<file path="src/rtl/core/bpc_pkg.sv">
// Shared types and constants for the barometric pressure compensation core.
package bpc_pkg;

   localparam int unsigned WordWidth = 32;
   localparam int unsigned IterWidth = 5;

   localparam logic [1:0] CSR_CAL_A = 2'd0;
   localparam logic [1:0] CSR_CAL_B = 2'd1;
   localparam logic [1:0] CSR_CAL_C = 2'd2;
   localparam logic [1:0] CSR_OSS   = 2'd3;

   localparam logic KIND_TEMP  = 1'b0;
   localparam logic KIND_PRESS = 1'b1;

   localparam logic [31:0] C_B6_OFFSET = 32'd4000;
   localparam logic [31:0] C_B4_BIAS   = 32'd32768;
   localparam logic [31:0] C_B7_SCALE  = 32'd50000;
   localparam logic [31:0] C_P_K1      = 32'd3038;
   localparam logic [31:0] C_P_K2      = 32'hFFFF_E343;  // -7357
   localparam logic [31:0] C_P_K3      = 32'd3791;
   localparam logic [31:0] C_P_MAX     = 32'd262143;
   localparam logic [31:0] C_T_MAX     = 32'd32767;
   localparam logic [31:0] C_T_MIN     = 32'hFFFF_8000;

   typedef struct packed {
      logic        kind;
      logic [23:0] raw_reading;
   } req_payload_type;

   typedef struct packed {
      logic               result_kind;
      logic signed [15:0] temperature_tenths;
      logic [17:0]        pressure_pa;
      logic               divide_fault;
   } rsp_payload_type;

   typedef struct packed {
      logic                 start;
      logic [WordWidth-1:0] op_a;
      logic [WordWidth-1:0] op_b;
   } op_cmd_type;

   typedef struct packed {
      logic                 busy;
      logic                 done;
      logic [WordWidth-1:0] result;
   } op_stat_type;

endpackage

</file>
<file path="src/rtl/core/bpc_mul.sv">
// Bit-serial shift-add multiplier, low 32 bits of the product.
module bpc_mul import bpc_pkg::*; (
   input  logic        clock,
   input  logic        reset,
   input  op_cmd_type  cmd,
   output op_stat_type stat
);

   logic                 busy_ff, busy_in;
   logic [IterWidth-1:0] cnt_ff, cnt_in;
   logic [WordWidth-1:0] a_ff, a_in, b_ff, b_in, acc_ff, acc_in;

   always_comb begin
      busy_in = busy_ff;
      cnt_in  = cnt_ff;
      a_in    = a_ff;
      b_in    = b_ff;
      acc_in  = acc_ff;
      if (cmd.start) begin
         busy_in = 1'b1;
         cnt_in  = '0;
         a_in    = cmd.op_a;
         b_in    = cmd.op_b;
         acc_in  = '0;
      end else if (busy_ff) begin
         if (b_ff[0]) begin
            acc_in = acc_ff + a_ff;
         end
         a_in   = {a_ff[WordWidth-2:0], 1'b0};
         b_in   = {1'b0, b_ff[WordWidth-1:1]};
         cnt_in = cnt_ff + 1'b1;
         if (cnt_ff == IterWidth'(WordWidth - 1)) begin
            busy_in = 1'b0;
         end
      end
   end

   always_ff @(posedge clock) begin
      if (reset) begin
         busy_ff <= 1'b0;
         cnt_ff  <= '0;
      end else begin
         busy_ff <= busy_in;
         cnt_ff  <= cnt_in;
      end
      a_ff   <= a_in;
      b_ff   <= b_in;
      acc_ff <= acc_in;
   end

   assign stat.busy   = busy_ff;
   assign stat.done   = busy_ff && (cnt_ff == IterWidth'(WordWidth - 1));
   assign stat.result = acc_ff;

   a_no_restart: assert property (@(posedge clock) disable iff (reset)
      busy_ff |-> !cmd.start) else $error("multiplier restarted while busy");
   a_done_clears: assert property (@(posedge clock) disable iff (reset)
      stat.done |=> !busy_ff) else $error("multiplier still busy after done");
   a_cnt_idle: assert property (@(posedge clock) disable iff (reset)
      $rose(busy_ff) |-> cnt_ff == '0) else $error("multiplier count not cleared");

endmodule

</file>
<file path="src/rtl/core/bpc_div.sv">
// Bit-serial restoring divider for 32-bit unsigned operands.
module bpc_div import bpc_pkg::*; (
   input  logic        clock,
   input  logic        reset,
   input  op_cmd_type  cmd,
   output op_stat_type stat
);

   logic                 busy_ff, busy_in;
   logic [IterWidth-1:0] cnt_ff, cnt_in;
   logic [WordWidth-1:0] q_ff, q_in, d_ff, d_in, rem_ff, rem_in;
   logic [WordWidth:0]   trial;

   always_comb begin
      busy_in = busy_ff;
      cnt_in  = cnt_ff;
      q_in    = q_ff;
      d_in    = d_ff;
      rem_in  = rem_ff;
      trial   = {rem_ff, q_ff[WordWidth-1]} - {1'b0, d_ff};
      if (cmd.start) begin
         busy_in = 1'b1;
         cnt_in  = '0;
         q_in    = cmd.op_a;
         d_in    = cmd.op_b;
         rem_in  = '0;
      end else if (busy_ff) begin
         // borrow clear means the shifted remainder covers the divisor
         if (!trial[WordWidth]) begin
            rem_in = trial[WordWidth-1:0];
            q_in   = {q_ff[WordWidth-2:0], 1'b1};
         end else begin
            rem_in = {rem_ff[WordWidth-2:0], q_ff[WordWidth-1]};
            q_in   = {q_ff[WordWidth-2:0], 1'b0};
         end
         cnt_in = cnt_ff + 1'b1;
         if (cnt_ff == IterWidth'(WordWidth - 1)) begin
            busy_in = 1'b0;
         end
      end
   end

   always_ff @(posedge clock) begin
      if (reset) begin
         busy_ff <= 1'b0;
         cnt_ff  <= '0;
      end else begin
         busy_ff <= busy_in;
         cnt_ff  <= cnt_in;
      end
      q_ff   <= q_in;
      d_ff   <= d_in;
      rem_ff <= rem_in;
   end

   assign stat.busy   = busy_ff;
   assign stat.done   = busy_ff && (cnt_ff == IterWidth'(WordWidth - 1));
   assign stat.result = q_ff;

   a_no_restart: assert property (@(posedge clock) disable iff (reset)
      busy_ff |-> !cmd.start) else $error("divider restarted while busy");
   a_nonzero: assert property (@(posedge clock) disable iff (reset)
      cmd.start |-> cmd.op_b != '0) else $error("divider started with zero divisor");
   a_done_clears: assert property (@(posedge clock) disable iff (reset)
      stat.done |=> !busy_ff) else $error("divider still busy after done");

endmodule

</file>
<file path="src/rtl/core/barometric_pressure_compensation_core.sv">
// Barometric pressure compensation core: sequencer over serial mul/div units.
//
// Requests arrive on req_valid/req_stall/req_payload; one result per request
// leaves on rsp_valid/rsp_stall/rsp_payload. Calibration words and the
// oversampling setting are written through csr_wr_en/csr_index/csr_wdata;
// the user must write them only while the core is idle, which the core
// itself does not enforce. A temperature request runs two serial
// operations (a multiply and a divide) plus sequencer steps. A pressure
// request runs ten serial multiplies and one serial divide, each with its
// launch step, plus three plain steps. A zero divisor ends either request
// early with divide_fault set. One request is in work at a time.
// req_stall is high while a request is in work. A finished result sits in
// the output register; the next request is accepted while it waits, and a
// later finished result waits in the sequencer until that register frees.
// Reset (synchronous, active high) clears the calibration registers, the
// stored temperature term and the last pressure, and drops rsp_valid.
module barometric_pressure_compensation_core import bpc_pkg::*; (
   input  logic            clock,
   input  logic            reset,
   input  logic            req_valid,
   output logic            req_stall,
   input  req_payload_type req_payload,
   output logic            rsp_valid,
   input  logic            rsp_stall,
   output rsp_payload_type rsp_payload,
   input  logic            csr_wr_en,
   input  logic [1:0]      csr_index,
   input  logic [63:0]     csr_wdata
);

   typedef enum logic [3:0] {
      ST_IDLE = 4'b0001,
      ST_CALC = 4'b0010,
      ST_WAIT = 4'b0100,
      ST_DONE = 4'b1000
   } state_type;

   localparam logic [4:0] STP_T0  = 5'd0;
   localparam logic [4:0] STP_T1  = 5'd1;
   localparam logic [4:0] STP_T2  = 5'd2;
   localparam logic [4:0] STP_P0  = 5'd3;
   localparam logic [4:0] STP_P1  = 5'd4;
   localparam logic [4:0] STP_P2  = 5'd5;
   localparam logic [4:0] STP_P3  = 5'd6;
   localparam logic [4:0] STP_P4  = 5'd7;
   localparam logic [4:0] STP_P5  = 5'd8;
   localparam logic [4:0] STP_P6  = 5'd9;
   localparam logic [4:0] STP_P7  = 5'd10;
   localparam logic [4:0] STP_P8  = 5'd11;
   localparam logic [4:0] STP_P9  = 5'd12;
   localparam logic [4:0] STP_P10 = 5'd13;
   localparam logic [4:0] STP_P11 = 5'd14;
   localparam logic [4:0] STP_P12 = 5'd15;
   localparam logic [4:0] STP_P13 = 5'd16;

   state_type state_ff, state_in;
   logic [4:0]  step_ff, step_in;
   logic [63:0] cal_a_ff, cal_a_in, cal_b_ff, cal_b_in;
   logic [31:0] cal_c_ff, cal_c_in;
   logic [1:0]  oss_ff, oss_in;
   logic        kind_ff, kind_in;
   logic [23:0] raw_ff, raw_in;
   logic [31:0] temp_ff, temp_in;
   logic [17:0] press_ff, press_in;
   logic        fault_ff, fault_in;
   logic [31:0] b6_ff, b6_in, sq_ff, sq_in, x1_ff, x1_in, x3_ff, x3_in;
   logic [31:0] b3_ff, b3_in, b4_ff, b4_in, p_ff, p_in;
   logic        neg_ff, neg_in, b7hi_ff, b7hi_in;
   logic        rsp_valid_ff, rsp_valid_in;
   rsp_payload_type rsp_ff, rsp_in;

   op_cmd_type  mul_cmd, div_cmd;
   op_stat_type mul_stat, div_stat;

   logic signed [15:0] ac1, ac2, ac3, b1, b2, mc, md;
   logic [15:0] ac4, ac5, ac6;
   logic [31:0] prod, quot, ut, up, dvd, dvs, tmp_a, tmp_b, qv, t_full;
   logic        req_acc;

   assign ac1 = cal_a_ff[63:48];
   assign ac2 = cal_a_ff[47:32];
   assign ac3 = cal_a_ff[31:16];
   assign ac4 = cal_a_ff[15:0];
   assign ac5 = cal_b_ff[63:48];
   assign ac6 = cal_b_ff[47:32];
   assign b1  = cal_b_ff[31:16];
   assign b2  = cal_b_ff[15:0];
   assign mc  = cal_c_ff[31:16];
   assign md  = cal_c_ff[15:0];

   assign prod = mul_stat.result;
   assign quot = div_stat.result;
   assign ut   = {16'b0, raw_ff[15:0]};
   assign up   = 32'({8'b0, raw_ff} >> (4'd8 - {2'b0, oss_ff}));

   assign req_acc   = req_valid && !req_stall;
   assign req_stall = (state_ff != ST_IDLE);

   bpc_mul u_mul (.clock(clock), .reset(reset), .cmd(mul_cmd), .stat(mul_stat));
   bpc_div u_div (.clock(clock), .reset(reset), .cmd(div_cmd), .stat(div_stat));

   always_comb begin
      state_in     = state_ff;
      step_in      = step_ff;
      cal_a_in     = cal_a_ff;
      cal_b_in     = cal_b_ff;
      cal_c_in     = cal_c_ff;
      oss_in       = oss_ff;
      kind_in      = kind_ff;
      raw_in       = raw_ff;
      temp_in      = temp_ff;
      press_in     = press_ff;
      fault_in     = fault_ff;
      b6_in        = b6_ff;
      sq_in        = sq_ff;
      x1_in        = x1_ff;
      x3_in        = x3_ff;
      b3_in        = b3_ff;
      b4_in        = b4_ff;
      p_in         = p_ff;
      neg_in       = neg_ff;
      b7hi_in      = b7hi_ff;
      rsp_valid_in = rsp_valid_ff;
      rsp_in       = rsp_ff;
      mul_cmd      = '0;
      div_cmd      = '0;
      dvd          = '0;
      dvs          = '0;
      tmp_a        = '0;
      tmp_b        = '0;
      qv           = '0;
      t_full       = '0;

      if (csr_wr_en) begin
         unique case (csr_index)
            CSR_CAL_A: cal_a_in = csr_wdata;
            CSR_CAL_B: cal_b_in = csr_wdata;
            CSR_CAL_C: cal_c_in = csr_wdata[31:0];
            CSR_OSS:   oss_in   = csr_wdata[1:0];
            default:   ;
         endcase
      end

      if (rsp_valid_ff && !rsp_stall) begin
         rsp_valid_in = 1'b0;
      end

      unique case (state_ff)
         ST_IDLE: begin
            if (req_acc) begin
               kind_in  = req_payload.kind;
               raw_in   = req_payload.raw_reading;
               fault_in = 1'b0;
               step_in  = (req_payload.kind == KIND_PRESS) ? STP_P0 : STP_T0;
               state_in = ST_CALC;
            end
         end
         ST_WAIT: begin
            if (mul_stat.done || div_stat.done) begin
               state_in = ST_CALC;
            end
         end
         ST_DONE: begin
            if (!rsp_valid_ff || !rsp_stall) begin
               t_full = 32'($signed(temp_ff + 32'd8) >>> 4);
               rsp_in.result_kind = kind_ff;
               if ($signed(t_full) > $signed(C_T_MAX)) begin
                  rsp_in.temperature_tenths = C_T_MAX[15:0];
               end else if ($signed(t_full) < $signed(C_T_MIN)) begin
                  rsp_in.temperature_tenths = C_T_MIN[15:0];
               end else begin
                  rsp_in.temperature_tenths = t_full[15:0];
               end
               rsp_in.pressure_pa  = press_ff;
               rsp_in.divide_fault = fault_ff;
               rsp_valid_in        = 1'b1;
               state_in            = ST_IDLE;
            end
         end
         ST_CALC: begin
            step_in = step_ff + 5'd1;
            unique case (step_ff)
               STP_T0: begin
                  mul_cmd = '{1'b1, ut - {16'b0, ac6}, {16'b0, ac5}};
                  state_in = ST_WAIT;
               end
               STP_T1: begin
                  tmp_a = 32'($signed(prod) >>> 15);
                  x1_in = tmp_a;
                  dvd   = {{5{mc[15]}}, mc, 11'b0};
                  dvs   = tmp_a + 32'(md);
                  if (dvs == '0) begin
                     fault_in = 1'b1;
                     temp_in  = tmp_a;
                     state_in = ST_DONE;
                  end else begin
                     neg_in  = dvd[31] ^ dvs[31];
                     div_cmd = '{1'b1, dvd[31] ? -dvd : dvd, dvs[31] ? -dvs : dvs};
                     state_in = ST_WAIT;
                  end
               end
               STP_T2: begin
                  temp_in  = x1_ff + (neg_ff ? -quot : quot);
                  state_in = ST_DONE;
               end
               STP_P0: begin
                  tmp_a    = temp_ff - C_B6_OFFSET;
                  b6_in    = tmp_a;
                  mul_cmd  = '{1'b1, tmp_a, tmp_a};
                  state_in = ST_WAIT;
               end
               STP_P1: begin
                  tmp_a    = 32'($signed(prod) >>> 12);
                  sq_in    = tmp_a;
                  mul_cmd  = '{1'b1, 32'(b2), tmp_a};
                  state_in = ST_WAIT;
               end
               STP_P2: begin
                  x1_in    = 32'($signed(prod) >>> 11);
                  mul_cmd  = '{1'b1, 32'(ac2), b6_ff};
                  state_in = ST_WAIT;
               end
               STP_P3: begin
                  x3_in    = x1_ff + 32'($signed(prod) >>> 11);
                  mul_cmd  = '{1'b1, 32'(ac3), b6_ff};
                  state_in = ST_WAIT;
               end
               STP_P4: begin
                  // B3 = (((AC1*4 + X3) << oss) + 2) / 4, truncating toward zero
                  tmp_a    = ({{14{ac1[15]}}, ac1, 2'b0} + x3_ff) << oss_ff;
                  tmp_b    = tmp_a + 32'd2;
                  b3_in    = 32'($signed(tmp_b + (tmp_b[31] ? 32'd3 : 32'd0)) >>> 2);
                  x1_in    = 32'($signed(prod) >>> 13);
                  mul_cmd  = '{1'b1, 32'(b1), sq_ff};
                  state_in = ST_WAIT;
               end
               STP_P5: begin
                  tmp_a = x1_ff + 32'($signed(prod) >>> 16) + 32'd2;
                  x3_in = 32'($signed(tmp_a) >>> 2);
               end
               STP_P6: begin
                  mul_cmd  = '{1'b1, {16'b0, ac4}, x3_ff + C_B4_BIAS};
                  state_in = ST_WAIT;
               end
               STP_P7: begin
                  b4_in    = prod >> 15;
                  mul_cmd  = '{1'b1, up - b3_ff, C_B7_SCALE >> oss_ff};
                  state_in = ST_WAIT;
               end
               STP_P8: begin
                  if (b4_ff == '0) begin
                     fault_in = 1'b1;
                     state_in = ST_DONE;
                  end else begin
                     b7hi_in  = prod[31];
                     div_cmd  = '{1'b1, prod[31] ? prod : {prod[30:0], 1'b0}, b4_ff};
                     state_in = ST_WAIT;
                  end
               end
               STP_P9: begin
                  qv       = b7hi_ff ? {quot[30:0], 1'b0} : quot;
                  p_in     = qv;
                  tmp_a    = 32'($signed(qv) >>> 8);
                  mul_cmd  = '{1'b1, tmp_a, tmp_a};
                  state_in = ST_WAIT;
               end
               STP_P10: begin
                  mul_cmd  = '{1'b1, prod, C_P_K1};
                  state_in = ST_WAIT;
               end
               STP_P11: begin
                  x1_in    = 32'($signed(prod) >>> 16);
                  mul_cmd  = '{1'b1, C_P_K2, p_ff};
                  state_in = ST_WAIT;
               end
               STP_P12: begin
                  x1_in = x1_ff + 32'($signed(prod) >>> 16) + C_P_K3;
               end
               STP_P13: begin
                  tmp_a = p_ff + 32'($signed(x1_ff) >>> 4);
                  if (tmp_a[31]) begin
                     press_in = '0;
                  end else if (tmp_a > C_P_MAX) begin
                     press_in = C_P_MAX[17:0];
                  end else begin
                     press_in = tmp_a[17:0];
                  end
                  state_in = ST_DONE;
               end
               default: state_in = ST_DONE;
            endcase
         end
         default: state_in = ST_IDLE;
      endcase
   end

   always_ff @(posedge clock) begin
      if (reset) begin
         state_ff     <= ST_IDLE;
         step_ff      <= '0;
         cal_a_ff     <= '0;
         cal_b_ff     <= '0;
         cal_c_ff     <= '0;
         oss_ff       <= '0;
         temp_ff      <= '0;
         press_ff     <= '0;
         fault_ff     <= 1'b0;
         rsp_valid_ff <= 1'b0;
      end else begin
         state_ff     <= state_in;
         step_ff      <= step_in;
         cal_a_ff     <= cal_a_in;
         cal_b_ff     <= cal_b_in;
         cal_c_ff     <= cal_c_in;
         oss_ff       <= oss_in;
         temp_ff      <= temp_in;
         press_ff     <= press_in;
         fault_ff     <= fault_in;
         rsp_valid_ff <= rsp_valid_in;
      end
      kind_ff <= kind_in;
      raw_ff  <= raw_in;
      b6_ff   <= b6_in;
      sq_ff   <= sq_in;
      x1_ff   <= x1_in;
      x3_ff   <= x3_in;
      b3_ff   <= b3_in;
      b4_ff   <= b4_in;
      p_ff    <= p_in;
      neg_ff  <= neg_in;
      b7hi_ff <= b7hi_in;
      rsp_ff  <= rsp_in;
   end

   assign rsp_valid   = rsp_valid_ff;
   assign rsp_payload = rsp_ff;

   a_one_unit: assert property (@(posedge clock) disable iff (reset)
      !(mul_stat.busy && div_stat.busy)) else $error("both serial units busy");
   a_accept_calc: assert property (@(posedge clock) disable iff (reset)
      req_acc |=> state_ff == ST_CALC) else $error("accepted request not started");
   a_wait_busy: assert property (@(posedge clock) disable iff (reset)
      state_ff == ST_WAIT |-> (mul_stat.busy || div_stat.busy))
      else $error("waiting with no unit running");
   a_rsp_src: assert property (@(posedge clock) disable iff (reset)
      $rose(rsp_valid_ff) |-> $past(state_ff == ST_DONE))
      else $error("result raised outside done step");

endmodule

</file>
<file path="config.mk">
export PLATFORM = sky130hd
export DESIGN_NAME = barometric_pressure_compensation_core
export DESIGN_NICKNAME = d
export VERILOG_FILES = /design/src/rtl/core/bpc_pkg.sv /design/src/rtl/core/bpc_mul.sv /design/src/rtl/core/bpc_div.sv /design/src/rtl/core/barometric_pressure_compensation_core.sv
export SDC_FILE = /design/constraint.sdc
export NUM_CORES = 2
export LEC_CHECK = 0
export ABC_AREA = 1
export BUFFER_PORTS_ARGS = -buffer_cell sky130_fd_sc_hd__buf_2
export CAP_MARGIN = 40
export CORE_ASPECT_RATIO = 1.75
export CORE_MARGIN = 2
export CORE_UTILIZATION = 40
export CTS_CLUSTER_SIZE = 25
export DETAILED_ROUTE_END_ITERATION = 16
export GPL_TIMING_DRIVEN = 0
export PLACE_DENSITY = 0.65
export SLEW_MARGIN = 30
export SYNTH_ARGS = -nofsm -noshare
export SYNTH_HDL_FRONTEND = slang
export SYNTH_SLANG_ARGS = --single-unit
</file>
<file path="constraint.sdc">
create_clock -name clock -period 7.4 [get_ports clock]
set_input_delay 1.48 -clock clock [delete_from_list [all_inputs] [get_ports clock]]
set_output_delay 1.48 -clock clock [all_outputs]
set_load 0.01 [all_outputs]
</file>
==> flow_metrics.tcl <==
set metrics [dict create \
    outcome "finished, final reports clean" \
    port_buffers 133 \
    fin_ws_ns 0.644 \
    synthAdderAreaFrac 0.0745 \
    synthCells 7242 \
    antenna_found_initial 21 \
    reg2reg_depth 35 \
    routed-wl-met2_microns 122000 \
    sw_frac_of_total 0.484 \
    drt-met1-wl_microns 84200 \
    worstSetupPathType "reg2reg" \
    finalSetupViolations 0 \
    vias 54104 \
    tightestPinTransition_ns 0.975 \
    ys_top_cells_by_area "edfxtp_1 (23%), dfxtp_1 (12%), nand2_1 (11%)" \
    hold_viol 0 \
    clock-sinks 685 \
    placed_area_sq_um 54700 \
    synth-xor-area-share 0.0470 \
    rr_startpoint "oss_ff[1]$_SDFFE_PP0P_" \
    crit_end "u_mul.a_ff[21]$_DFFE_PP_" \
    design_area_sq_um 57300 \
    boundaryPins 134 \
    post-cts-setup-buffers 0 \
    cp-startpoint "oss_ff[1]$_SDFFE_PP0P_" \
    synth_top_family_by_area "simple AND/OR/NAND/NOR gates" \
    numCtsBuffers 71 \
    synth_compound_area_frac 0.177 \
    vias_per_cell 5.84 \
    internal-power_mw 9.01 \
    rows 173 \
    dieArea_sq_um 131000 \
    finalNetCount 7922 \
    required_ns 7.87 \
    hold_class "reg2reg" \
    slowest_stage "buf_2" \
    fin_util 0.452 \
    async_reset_ff_frac 0 \
    h-tree-depth 3 \
    synthToLayoutAreaGrowth_pct 12.2 \
    clock-root-buffer "clkbuf_16" \
    synth_warnings 0 \
    wl_met3_microns 18800 \
    fin_skew_ns 0.0388 \
    clk_pin_slew_ns 0.07 \
    grt_pass1_vias 51911 \
    yosysUniqueCellTypes 73 \
    rsz0062_at_grt "false" \
    power.share.clock 0.228 \
    avgSynthCellArea_sq_um 7.05 \
    syn_area_sq_um 51100 \
    synth_edf_count 386 \
    cp-end-kind "flop" \
    power.density_nw_per_um2 305 \
    die_y_microns 477 \
    rrSetupSlack_ns 0.64 \
    gp_congestion 1.03 \
    start_util 0.403 \
    drive_gt1_frac 0.0717 \
    totalWireLength_microns 255000 \
    grt_pass1_wl_microns 355000 \
    seq_power_share 0.307 \
    p_sw_mw 8.45 \
    yosys_most_used_dff "edfxtp_1" \
    period_needed_ns 6.76 \
    dp.cells 9107 \
    cts_buffer_depth 3 \
    stdcell_count 9264 \
    comb_power_share 0.465 \
    grt_start_max_net_pins 35 \
    dr.first_iter.drc_count 5365 \
    final_common_cell "nand2_1" \
    p_leak_nw 24.7 \
    final_cell_mix "nand2_1 (1545), inv_1 (880), nor2_1 (834)" \
    cpMostUsedCell "nand2_1" \
    yosysSeqAreaShare 0.344 \
    min_path_cells 0 \
    drv_cap 0 \
    wl_per_cell_microns 27.6 \
    startpoint_type "flop" \
    synth_simple_gate_area_share 0.271 \
    drc 0 \
    grtUsageTotal 0.380 \
    final.period_utilization 0.913 \
    core_area_sq_um 127000 \
    ys_ff_latch 685 \
    drtPass1Iterations 10 \
    muxShareOfSynthArea 0.00118 \
    max_freq_mhz 148 \
    crit_arrival_ns 7.23 \
    ant_nets 0 \
    fillers 13407 \
    top_layer_used "met5" \
    peakVddDrop_v 0.000194 \
    post-place-ws_ns 0.720 \
    fin_tns_setup_ns 0 \
    crit_fanout 11 \
    die_x_microns 274 \
    worstReg2RegEnd "u_mul.a_ff[21]$_DFFE_PP_" \
    clk-insertion-delay-late_ns 0.72 \
    report.final.slew_viol_count 0 \
    dpl.hpwl_microns 207000 \
    slowest_delay_ns 0.48 \
    cts_tree "yes" \
    synth_top_area_cell "edfxtp_1" \
    max_slew_margin 0.343 \
    overflow 0 \
    synth_top_area_frac 0.227 \
]
==> cell families after synthesis <==
| family | after synthesis |
|---|---|
| fa+ha+maj | 298 |
| other cells | 1 |
| simple gates | 3239 |
| mux | 6 |
| compound gates | 1599 |
| buf+inv | 1145 |
| xor+xnor | 269 |
| flops | 685 |
==> critical path: cells and delay by family (launching register included) <==
family	cells	cell delay (ns)
AND/OR/NAND/NOR	14	1.32
flip-flops	1	0.38
buffers and inverters	12	2.75
adder cells (fa/ha/maj)	2	0.65
AO/OA/AOI/OAI	7	1.40
==> metal layers <==
| metal | vias up | global-route usage |
|---|---|---|
| li1 | 25091 | - |
| met1 | 25485 | 0.378 |
| met2 | 2538 | 0.644 |
| met3 | 980 | 0.0798 |
| met4 | 10 | 0.374 |
| met5 | - | 0 |
==> registers in the layout, indices dropped and copies added, names as in the netlist, 17 cells and up <==
name	flops
b3_ff	30
b4_ff	17
b6_ff	32
cal_a_ff	64
cal_b_ff	64
cal_c_ff	32
p_ff	32
press_ff	18
raw_ff	24
rsp_payload	36
sq_ff	20
temp_ff	32
u_div.d_ff	32
u_div.q_ff	32
u_div.rem_ff	32
u_mul.a_ff	32
u_mul.acc_ff	32
u_mul.b_ff	32
x1_ff	32
x3_ff	32
==> cells in the mapped netlist (13+ instances only) <==
library cell     n
a2111oi_0       17
a211oi_1        21
a21boi_0        15
a21oi_1        611
a221oi_1        45
a22o_1          14
a31oi_1         51
a41oi_1         25
buf_1           17
buf_2           26
clkbuf_1       183
dfxtp_1        299
edfxtp_1       386
ha_1           288
inv_1          881
inv_2           22
nand2_1       1547
nand2_2         17
nand3_1        468
nand3_2         15
nand4_1        108
nor2_1         845
nor2_2          21
nor3_1          92
nor4_1          36
o2111ai_1       18
o211ai_1        43
o21a_1          14
o21ai_0        579
o21ai_1         23
o21bai_1        16
o22ai_1         46
o31ai_1         13
or2_2           38
xnor2_1         69
xor2_1         194
==> worst min path at each step <==
stage | slack (ns) | end | start
after floorplan | 0.40 | rsp_payload[35]$_DFFE_PP_ | kind_ff$_DFFE_PP_
after global placement | 0.41 | rsp_payload[35]$_DFFE_PP_ | kind_ff$_DFFE_PP_
final | 0.43 | rsp_payload[16]$_DFFE_PP_ | press_ff[15]$_SDFFE_PP0P_
after global routing | 0.44 | rsp_payload[16]$_DFFE_PP_ | press_ff[15]$_SDFFE_PP0P_
after detailed placement | 0.41 | rsp_payload[16]$_DFFE_PP_ | press_ff[15]$_SDFFE_PP0P_
after CTS | 0.43 | rsp_payload[16]$_DFFE_PP_ | press_ff[15]$_SDFFE_PP0P_
==> layout make-up <==
type / instances / area (sq um) / area share
Tap cell: 1662 / 2080 / 0.0363
Inverter: 915 / 3430 / 0.0599
Clock buffer: 98 / 2070 / 0.0361
Clock inverter: 33 / 392 / 0.00683
Sequential cell: 685 / 17600 / 0.307
Antenna cell: 16 / 40.0 / 0.000699
Buffer: 230 / 926 / 0.0162
Multi-Input combinational cell: 5429 / 29300 / 0.512
Timing Repair Buffer: 196 / 1450 / 0.0254
==> timing repair <==
action                     4_1_cts  5_1_grt
gates resized for setup          0        2
hold buffers                     0        0
setup endpoints to repair        0        1
hold endpoints to repair         0        0
==> power by group through the flow <==
stage               Combinational [mW]  Clock (mW)  Sequential (mW)
floorplan                         4.89           0             4.88
global placement                  7.52           0             5.47
detailed placement                7.79           0             5.38
CTS                               7.84        3.97             5.29
global route                      8.66        4.09             5.31
finish                            8.11        3.97             5.36
==> metrics by stage <==
| step | hold WS, ns | total power, mW |
|---|---|---|
| 2_1_floorplan | 0.400 | 9.77 |
| 3_3_place_gp | 0.407 | 13.0 |
| 3_5_place_dp | 0.415 | 13.2 |
| 4_1_cts | 0.431 | 17.1 |
| 5_1_grt | 0.437 | 18.1 |
| 6_report | 0.430 | 17.5 |
Note: power is estimated with default switching activity, not from simulation.
